===== src/deq_pkg.sv =====
`timescale 1ns / 1ps
// deq_pkg: shared types and constants of the double-ended queue.
// Used by deq_cell, double_ended_queue and deq_checker.
package deq_pkg;

  localparam int unsigned WordW = 32;
  localparam int unsigned OccW  = 5;

  typedef enum logic [1:0] {
    FUNC_PUSH_FRONT = 2'd0,
    FUNC_PUSH_BACK  = 2'd1,
    FUNC_POP_FRONT  = 2'd2,
    FUNC_POP_BACK   = 2'd3
  } func_e;

  typedef enum logic [1:0] {
    STATUS_DONE      = 2'd0,
    STATUS_POP_EMPTY = 2'd1,
    STATUS_PUSH_FULL = 2'd2
  } status_e;

  // one-cycle command broadcast to every cell of the row
  typedef struct packed {
    logic push_front;
    logic push_back;
    logic pop_front;
    logic pop_back;
  } cell_op_t;

endpackage


===== src/double_ended_queue.sv =====
`timescale 1ns / 1ps
// double_ended_queue: top level, a row of deq_cell stages with command and result logic.
// Depends on deq_pkg and deq_cell.
//
// Usage: each input word carries func_i (push front, push back, pop front,
// pop back) and push_value_i on a valid/ready channel. Each accepted word
// yields exactly one result word on the output valid/ready channel: the
// popped value, the front and back values, the occupancy, an empty flag and
// a status code (done, pop on empty ignored, push on full dropped).
// Words are held left-aligned in a row of DEPTH cells; pushes and pops at
// the front shift the whole row by one cell, pushes and pops at the back
// touch only the cell at the boundary. The back word is found by the cell
// that sees an empty neighbour on its right.
// Order of events: the row, the popped value and the status are registered on
// acceptance, and the result is then copied from them into the output
// register, which drives out_valid_o. One word is in flight at a time: a new
// word is taken only once the previous result has moved to the output register.
// When the receiver stalls, the result is held in the output register and
// a further word is accepted but its result waits until the register frees.
// Reset empties the queue and drops any pending result.
module double_ended_queue #(
  parameter int unsigned DEPTH = 16
) (
  input  logic                              clk_i,
  input  logic                              rst_ni,
  input  logic                              in_valid_i,
  output logic                              in_ready_o,
  input  logic [1:0]                        func_i,
  input  logic signed [deq_pkg::WordW-1:0]  push_value_i,
  output logic                              out_valid_o,
  input  logic                              out_ready_i,
  output logic signed [deq_pkg::WordW-1:0]  popped_value_o,
  output logic signed [deq_pkg::WordW-1:0]  front_value_o,
  output logic signed [deq_pkg::WordW-1:0]  back_value_o,
  output logic [deq_pkg::OccW-1:0]          occupancy_o,
  output logic                              is_empty_o,
  output logic [1:0]                        status_o
);
  import deq_pkg::*;

  localparam int unsigned CntW = $clog2(DEPTH + 1);

  logic                    cell_valid [DEPTH];
  logic signed [WordW-1:0] cell_value [DEPTH];
  logic signed [WordW-1:0] cell_tap   [DEPTH];

  cell_op_t                op;
  logic                    accept, full, empty;
  logic signed [WordW-1:0] back_word;
  logic signed [WordW-1:0] popped_d;
  status_e                 status_d;

  logic                    busy_q, busy_d;
  logic [CntW-1:0]         count_q, count_d;
  logic signed [WordW-1:0] popped_q;
  status_e                 status_q;

  logic                    out_valid_q, out_valid_d;
  logic                    out_load;
  logic signed [WordW-1:0] out_popped_q, out_front_q, out_back_q;
  logic [OccW-1:0]         out_occ_q;
  logic                    out_empty_q;
  status_e                 out_status_q;
  logic [CntW+OccW-1:0]    count_ext;

  assign accept     = in_valid_i & in_ready_o;
  assign in_ready_o = ~busy_q;
  assign full       = cell_valid[DEPTH-1];
  assign empty      = ~cell_valid[0];

  always_comb begin
    back_word = '0;
    for (int i = 0; i < DEPTH; i++) begin
      back_word = back_word | cell_tap[i];
    end
  end

  always_comb begin
    op       = '0;
    popped_d = '0;
    status_d = STATUS_DONE;
    count_d  = count_q;
    case (func_e'(func_i))
      FUNC_PUSH_FRONT, FUNC_PUSH_BACK: begin
        if (full) begin
          status_d = STATUS_PUSH_FULL;
        end else begin
          op.push_front = accept & (func_e'(func_i) == FUNC_PUSH_FRONT);
          op.push_back  = accept & (func_e'(func_i) == FUNC_PUSH_BACK);
          count_d       = count_q + CntW'(1);
        end
      end
      FUNC_POP_FRONT: begin
        if (empty) begin
          status_d = STATUS_POP_EMPTY;
        end else begin
          op.pop_front = accept;
          popped_d     = cell_value[0];
          count_d      = count_q - CntW'(1);
        end
      end
      FUNC_POP_BACK: begin
        if (empty) begin
          status_d = STATUS_POP_EMPTY;
        end else begin
          op.pop_back = accept;
          popped_d    = back_word;
          count_d     = count_q - CntW'(1);
        end
      end
      default: begin
        status_d = STATUS_DONE;
      end
    endcase
  end

  for (genvar g = 0; g < DEPTH; g++) begin : g_cell
    logic                    lv, rv;
    logic signed [WordW-1:0] lw, rw;
    if (g == 0) begin : g_head
      assign lv = 1'b1;
      assign lw = push_value_i;
    end else begin : g_mid_l
      assign lv = cell_valid[g-1];
      assign lw = cell_value[g-1];
    end
    if (g == DEPTH - 1) begin : g_tail
      assign rv = 1'b0;
      assign rw = '0;
    end else begin : g_mid_r
      assign rv = cell_valid[g+1];
      assign rw = cell_value[g+1];
    end
    deq_cell u_cell (
      .clk_i         (clk_i),
      .rst_ni        (rst_ni),
      .op_i          (op),
      .push_value_i  (push_value_i),
      .left_valid_i  (lv),
      .left_value_i  (lw),
      .right_valid_i (rv),
      .right_value_i (rw),
      .valid_o       (cell_valid[g]),
      .value_o       (cell_value[g]),
      .tap_o         (cell_tap[g])
    );
  end

  assign out_load  = busy_q & (~out_valid_q | out_ready_i);
  assign count_ext = {{OccW{1'b0}}, count_q};

  always_comb begin
    busy_d      = busy_q;
    out_valid_d = out_valid_q;
    if (out_ready_i) begin
      out_valid_d = 1'b0;
    end
    if (out_load) begin
      out_valid_d = 1'b1;
      busy_d      = 1'b0;
    end
    if (accept) begin
      busy_d = 1'b1;
    end
  end

  always_ff @(posedge clk_i or negedge rst_ni) begin
    if (!rst_ni) begin
      busy_q      <= 1'b0;
      count_q     <= '0;
      out_valid_q <= 1'b0;
    end else begin
      busy_q      <= busy_d;
      out_valid_q <= out_valid_d;
      if (accept) begin
        count_q <= count_d;
      end
    end
  end

  always_ff @(posedge clk_i) begin
    if (accept) begin
      popped_q <= popped_d;
      status_q <= status_d;
    end
    if (out_load) begin
      out_popped_q <= popped_q;
      out_front_q  <= empty ? '0 : cell_value[0];
      out_back_q   <= back_word;
      out_occ_q    <= count_ext[OccW-1:0];
      out_empty_q  <= empty;
      out_status_q <= status_q;
    end
  end

  assign out_valid_o    = out_valid_q;
  assign popped_value_o = out_popped_q;
  assign front_value_o  = out_front_q;
  assign back_value_o   = out_back_q;
  assign occupancy_o    = out_occ_q;
  assign is_empty_o     = out_empty_q;
  assign status_o       = out_status_q;

endmodule


===== src/deq_cell.sv =====
`timescale 1ns / 1ps
// deq_cell: one storage cell of the queue row, holding a word and its valid flag.
// Depends on deq_pkg; instantiated in a row by double_ended_queue.
module deq_cell (
  input  logic                                clk_i,
  input  logic                                rst_ni,
  input  deq_pkg::cell_op_t                   op_i,
  input  logic signed [deq_pkg::WordW-1:0]    push_value_i,
  input  logic                                left_valid_i,
  input  logic signed [deq_pkg::WordW-1:0]    left_value_i,
  input  logic                                right_valid_i,
  input  logic signed [deq_pkg::WordW-1:0]    right_value_i,
  output logic                                valid_o,
  output logic signed [deq_pkg::WordW-1:0]    value_o,
  output logic signed [deq_pkg::WordW-1:0]    tap_o
);
  import deq_pkg::*;

  logic                    valid_q, valid_d;
  logic signed [WordW-1:0] value_q, value_d;
  logic                    is_last;

  assign is_last = valid_q & ~right_valid_i;

  always_comb begin
    valid_d = valid_q;
    value_d = value_q;
    if (op_i.push_front) begin
      valid_d = left_valid_i;
      value_d = left_value_i;
    end else if (op_i.push_back) begin
      if (!valid_q && left_valid_i) begin
        valid_d = 1'b1;
        value_d = push_value_i;
      end
    end else if (op_i.pop_front) begin
      valid_d = right_valid_i;
      value_d = right_value_i;
    end else if (op_i.pop_back) begin
      if (is_last) begin
        valid_d = 1'b0;
      end
    end
  end

  always_ff @(posedge clk_i or negedge rst_ni) begin
    if (!rst_ni) begin
      valid_q <= 1'b0;
    end else begin
      valid_q <= valid_d;
    end
  end

  always_ff @(posedge clk_i) begin
    value_q <= value_d;
  end

  assign valid_o = valid_q;
  assign value_o = value_q;
  assign tap_o   = is_last ? value_q : '0;

endmodule


===== config.mk =====
export PLATFORM = sky130hd
export DESIGN_NAME = double_ended_queue
export DESIGN_NICKNAME = d
export VERILOG_FILES = /design/src/deq_pkg.sv /design/src/double_ended_queue.sv /design/src/deq_cell.sv
export SDC_FILE = /design/constraint.sdc
export NUM_CORES = 1
export LEC_CHECK = 0
export ABC_CLOCK_PERIOD_IN_PS = 3900
export BUFFER_PORTS_ARGS = -buffer_cell sky130_fd_sc_hd__buf_2
export CAP_MARGIN = 10
export CORE_ASPECT_RATIO = 0.8
export CORE_UTILIZATION = 40
export CTS_BUF_LIST = sky130_fd_sc_hd__clkbuf_4 sky130_fd_sc_hd__clkbuf_8 sky130_fd_sc_hd__clkbuf_16
export DETAILED_ROUTE_END_ITERATION = 7
export PLACE_DENSITY_LB_ADDON = 0.15
export SYNTH_ARGS = -nofsm -noshare
export SYNTH_HDL_FRONTEND = slang
export SYNTH_SLANG_ARGS = --single-unit
export TNS_END_PERCENT = 5

===== constraint.sdc =====
create_clock -name clk_i -period 3.9 [get_ports clk_i]
set_clock_uncertainty 0.2 [all_clocks]
set_input_delay 1.17 -clock clk_i [delete_from_list [all_inputs] [get_ports clk_i]]
set_output_delay 1.17 -clock clk_i [all_outputs]
set_load 0.1 [all_outputs]

**After elaboration in Yosys (flattened, before gate mapping)**

Index checks and enable logic that the tools add are counted.

- Register bits after elaboration: 673
- Input port bits: 38
- Output and inout port bits: 106
- Logic and storage cells: 396

- Add/sub/neg operators: 2
- Eq/ne operators: 21
- Multiplexer cells: 192
- Bitwise logic cells: 53
- Reduce and logical (&&, ||, !) cells: 85

Operators by type and width:

| kind | number |
|---|---|
| $mux W32 | 82 |
| $or A32 B32 Y32 | 15 |
| $mux W1 | 102 |
| $pmux W32 S2 | 1 |
| $reduce_bool A4 Y1 | 16 |
| $ne A3 B1 Y1 const B | 15 |
| $reduce_and A3 Y1 | 15 |
| $reduce_and A2 Y1 | 18 |
| $and A1 B1 Y1 | 19 |
| $not A1 Y1 | 18 |
| $logic_and A1 B1 Y1 | 15 |
| $logic_not A1 Y1 | 15 |
| $mux W5 | 2 |
| $pmux W5 S2 | 1 |
| $mux W2 | 3 |
| $add A5 B1 Y5 const B | 1 |
| $sub A5 B1 Y5 const B | 1 |
| $eq A2 B2 Y1 const B | 2 |
| $pmux W2 S2 | 1 |
| $reduce_bool A2 Y1 | 2 |
| $reduce_or A2 Y1 | 2 |
| $ne A3 B2 Y1 const B | 1 |
| $reduce_bool A3 Y1 | 1 |
| $eq A2 B1 Y1 const B | 1 |
| other kinds (4) | 4 |

**Longest topological paths before layout**

- Word-level depth: 20
- Mapped depth: 9

**Cells and area by module**

Synthesis repeated with hierarchy kept, for this count alone.

- Cells, all modules: 3384
- Area total of the unflattened synthesis: 36917.9 sq um

By module, submodules not included:

| module | times used | cells an instance | area an instance (sq um) | sequential area each (sq um) |
|---|---|---|---|---|
| deq_cell | 16 | 185 | 1919.3 | 985.9 |
| double_ended_queue | 1 | 424 | 6208.5 | 4319.1 |

**Least setup slack after synthesis**

No wires, ideal clock.

- Kind: in2reg
- From: input in_valid_i
- To: register g_cell[0].u_cell.value_q[0] (enable)
- Setup time: 432 ps
- Arrival: 4026 ps
- Data required time: 3268 ps
- Path slack: -758 ps
- Stages: 8
- Cells stage by stage: nand2b_1 inv_2 nand2_2 buf_2 buf_4 nor2_2 buf_2 a21oi_1

- Longest elaborated chain between the ends: 6
- Elaborated cells on any way between the ends: 10
- Classes of those cells: eq/ne (1); mux (4); bitwise (3); reduce/logical (2)

RTL lines:

| element | RTL line | RTL |
|---|---|---|
| from (decl) | double_ended_queue.sv:26 | `input logic in_valid_i,` |
| $and A1 B1 Y1 (*) | double_ended_queue.sv:66 | `assign accept = in_valid_i & in_ready_o;` |
| net accept | double_ended_queue.sv:48 | `logic accept, full, empty;` |
| $and A1 B1 Y1 (on tied branches) | double_ended_queue.sv:89, double_ended_queue.sv:88 |  |
| $mux W2 | double_ended_queue.sv:85 | `if (full) begin` |
| $mux W2 | double_ended_queue.sv:83 | `case (func_e'(func_i))` |
| $ne A3 B2 Y1 (no source line) or $reduce_bool A3 Y1 (tied branches) | - |  |
| $reduce_and A2 Y1 (no source line) (*) | - |  |
| to (signal assigned) | deq_cell.sv:55 | `value_q <= value_d;` |
| to (decl) | deq_cell.sv:20 | `logic signed [WordW-1:0] value_q, value_d;` |

Mark *: on every way through the listed nets, which the timed path passes. The rest lies on a longest branch.
A chain may end at the register's enable or synchronous reset.

**Final worst setup path**

- From: register g_cell[6].u_cell.valid_q
- To: register g_cell[7].u_cell.value_q[12] (enable)

- Longest elaborated chain between the ends: 3

RTL lines:

| element | RTL line | RTL |
|---|---|---|
| from (decl) | deq_cell.sv:19 | `logic valid_q, valid_d;` |
| from (signal assigned) | deq_cell.sv:50 | `valid_q <= valid_d;` |
| $logic_and A1 B1 Y1 | deq_cell.sv:32 | `if (!valid_q && left_valid_i) begin` |
| $ne A3 B1 Y1 (no source line) | - |  |
| $reduce_and A2 Y1 (no source line) | - |  |
| to (signal assigned) | deq_cell.sv:55 |  |
| to (decl) | deq_cell.sv:20 |  |

Every way passes these cells.

==> Implementation_results.wiki <==
{| class="wikitable"
! Metric !! Value
|-
| Outcome || finished, violations left
|-
| Failing checks || design-rule violations
|-
| Final core utilization || around 47%
|-
| Number of routed nets with antenna violations || 0
|-
| N_diodes || 0
|-
| Share of the synthesized area in compound gates (AO/OA/AOI/OAI) || between 20% and 30%
|-
| Via count of the first global-routing pass || 25,300
|-
| TritonCTS buffer count || between 70 and 80
|-
| Hold buffer count at cts || 0
|-
| Period utilisation layout || about 82%
|-
| Crit path arrival time || roughly 3.2 ns
|-
| Iteration-0 DRC Markers || 3,491
|-
| Via total after detailed routing || 26,900
|-
| Post-Place Cells || 4,351
|-
| Clk network pwr share || ~26%
|-
| Clk_lat worst skew || 0.64 ns
|-
| Yosys warning count || 0
|-
| Post-DP HPWL || ~74 mm
|-
| XOR/XNOR Fraction of Synth Area || less than 1%
|-
| Top-count cell post-synth || nand2_1
|-
| Final weighted congestion in routability-driven placement || ~0.87
|-
| Layout filler cell count || 7,638
|-
| Setup slack of the critical path after layout || 0.721 ns
|-
| Kind of start point of the critical path || flop
|-
| Final-report hold violation count || 0
|-
| Multiplexer area fraction after synthesis || less than 1%
|-
| Leading post-synthesis cells by instance count || nand2_1 (765), edfxtp_1 (650), a21oi_1 (516)
|-
| DRT met1 WL || slightly below 50 mm
|-
| First-pass detailed-route iteration total || 8
|-
| Placeable core region || a little over 80,000 um2
|-
| Number of H-tree levels || 3
|-
| Post-placement setup slack || roughly 0.45 ns
|-
| Maximum achievable frequency || around 0.31 GHz
|-
| Maximum number of pins on one net before global-route repair || ~280
|-
| Detailed-routed wire length on met2 || between 50 and 60 mm
|-
| Sequential standard cell area || 20,100 um2
|-
| Clock Path Buffers || 3
|-
| Worst hold path startpoint || popped_q[5]
|-
| Ys flop type || edfxtp_1
|-
| Worst max-slew margin expressed relative to the limit || 14.6%
|-
| Biggest cell delay along the critical path || 1.01 ns
|-
| Startpoint of the most critical setup path || g_cell[6].u_cell.valid_o
|-
| Share of the synthesized area in the top cell type || 59.0%
|-
| Post-detailed-route DRC marker count || 2
|-
| Worst vdd ir || 0.418 mV
|-
| Ports placed on the boundary || between 100 and 150
|-
| Terminus of the critical flop-to-flop path || g_cell[7].u_cell.value_o[12]
|-
| Psw || between 10 and 15 mW
|-
| Required time worst endpoint || 3.96 ns
|-
| Worst min-delay path class || flop to flop
|-
| Largest fanout on the critical path || 20
|-
| Hold path cells || 0
|-
| Number of antenna violations at the first check in global routing || 0
|-
| CTS-repair resized insts || 0
|-
| Count of flip-flops with a built-in enable after synthesis || between 600 and 700
|-
| Max-cap check violation count || 0
|-
| Total cell area at the placement stage || about 35,000 um2
|-
| Slew Limit Fails || 0
|-
| Post-layout instance area || 37,800 um2
|-
| Slew at the pin with the worst max-slew slack || approximately 1.3 ns
|-
| Largest family of logic cells by synthesized area || compound AO/OA/AOI/OAI gates
|-
| Number of buffers added on ports || 143
|-
| Post-synthesis sequential area ratio || between 60% and 70%
|-
| Net Count, Synth || roughly 3,400
|-
| Unrepaired setup endpoints after global routing || no
|-
| Distinct cells, synth || 54
|-
| Library cell used as clock root buffer || clkbuf_16
|-
| Avg Inst Size Synth || about 10 um2
|-
| Category of the worst setup path capture point || flop
|-
| Part of the power in registers || 37.4%
|-
| Share of cells above drive strength 1 || 12.7%
|-
| Postcts setup bufs || 0
|-
| Cells taking the most area after synthesis || edfxtp_1 (59%), nand2_1 (8.7%), a21oi_1 (7.8%)
|-
| Metal3 WL || around 11 mm
|-
| Hold Crit Endpoint || popped_value_o[5]
|-
| Ratio of routed vias to standard cells || 6.01
|-
| Reg2Reg Depth || 4
|-
| Arithmetic-cell share of the synthesized area counting full adders, half adders and majority gates || 0.174%
|-
| Leakage power of the design || 13.6 nW
|-
| Crit-path leading delay family || simple AND/OR/NAND/NOR gates
|-
| Top sig layer || met4
|-
| Rows || 93
|-
| Total Negative Setup Slacks || 0 ns
|-
| Netlist area before placement || around 33,000 um2
|-
| Register-to-register setup slack || between 0.7 and 0.8 ns
|-
| Number of synthesized register bits || 673
|-
| Max stage delay cell, worst path || nor2b_2
|-
| Power per cell area || 739 nW/um2
|-
| Final setup violating endpoints || 0
|-
| Global-route wire length before repair || 170 mm
|-
| Shortest clock period the worst path allows after layout || approximately 3.2 ns
|-
| Worst path buffer plus inverter count || 2
|-
| CTS tree || done
|-
| Die H || approximately 260 um
|-
| Die X || 324 um
|-
| Total global routing track utilization || roughly 28%
|-
| Overall power consumption || 27.9 mW
|-
| Clk slew on worst S/H paths || roughly 0.07 ns
|-
| Die footprint || 83,900 um2
|-
| Cell chain of the critical path || nor2b_2 -> inv_1 -> a21oi_4 -> buf_4
|-
| Post-synthesis instance total || roughly 3,300
|-
| Share of synthesized registers carrying an async set or reset || 3.42%
|-
| Area delta synth->final || 14.1%
|-
| Synthesized-area fraction occupied by and/or/nand/nor cells || ~13%
|-
| Grt ovf || 0
|-
| Detailed-route wire length per cell || around 26 um
|-
| Final Net Count || approximately 3,400
|-
| Worst slack on hold paths || about 0.22 ns
|-
| Combinational fraction of design power || a little under two fifths
|-
| Cell internal pwr || about 16 mW
|-
| Multi-input combinational cell area || approximately 12,000 um2
|-
| Switch share || 41.0%
|-
| Final Instance Count excl. Fillers || between 4,000 and 5,000
|-
| Crit Path Class || flop to flop
|-
| Starting Density || between 40% and 50%
|-
| Routed wire length || roughly 120 mm
|-
| Library cell occupying the most area in the post-synthesis netlist || edfxtp_1
|-
| TritonCTS sink count || 673
|-
| Startpoint of the most critical register-to-register path || g_cell[6].u_cell.valid_o
|}
## kinds of logic after synthesis
group | count (synthesis)
xor+xnor | 5
flops | 673
fa+ha+maj | 4
buf+inv | 374
mux | 2
simple gates | 982
compound gates | 1283
## worst register-to-register path, delay by kind of cell (launching register included)
| kind | cells | cell delay (ns) |
|---|---|---|
| AO/OA/AOI/OAI | 1 | 0.18 |
| buffers and inverters | 2 | 0.64 |
| AND/OR/NAND/NOR | 1 | 1.01 |
| flip-flops | 1 | 0.75 |
## power by group through the flow
stage	combinational [mW]	clock [mW]	sequential (mW)
finish	10.3	7.17	10.4
global route	10.8	7.54	10.5
CTS	10.2	7.28	10.4
detailed placement	10.2	0	10.6
global placement	10.1	0	10.5
floorplan	4.57	0	11.9
## flip-flops by register name, indices dropped and copies added, names as in the netlist
signal and count:
occupancy_o 5, popped_q 32, popped_value_o 32, count_q 5, front_value_o 32, status_o 2, status_q 2, out_valid_o 1
is_empty_o 1, back_value_o 32, busy_q 1, g_cell.u_cell.valid_o 16, g_cell.u_cell.value_o 512
## layout by cell type, fill, tap and decap left out, types with 36 or more instances in the layout
cell	Yosys	final
a221oi_1	66	66
o21ai_0	437	437
a21oi_1	516	500
o21ai_1	37	36
buf_2	95	143
and2_1	68	67
nor2_1	61	61
a22o_1	58	58
buf_4	2	99
nand2_1	765	765
edfxtp_1	650	650
o22ai_1	93	93
clkbuf_16	0	74
a22oi_1	46	46
## how the worst max path moves through the flow
stage                                         endpoint  cells after the start
final                     g_cell[7].u_cell.value_o[12]                      4
after global routing      g_cell[7].u_cell.value_o[10]                      4
after CTS                 g_cell[7].u_cell.value_o[16]                      4
after detailed placement  g_cell[0].u_cell.value_o[31]                      7
after global placement    g_cell[8].u_cell.value_o[11]                      7
after floorplan           g_cell[12].u_cell.value_o[0]                      5
## metal layers
metal  global-route usage, %  vias up
met5                       0        -
met4                    12.6        0
met3                    4.90      231
met2                    42.2     1446
met1                    38.3    13100
li1                        -    12200
## cell type report
class / instances / share of cell area (%)
Tap cell: 1092 / 3.62
Clock inverter: 37 / 1.10
Inverter: 40 / 0.417
Clock buffer: 94 / 5.31
Timing Repair Buffer: 270 / 5.34
Multi-Input combinational cell: 2276 / 31.0
Sequential cell: 673 / 53.2
(Power assumes the default switching activity.)
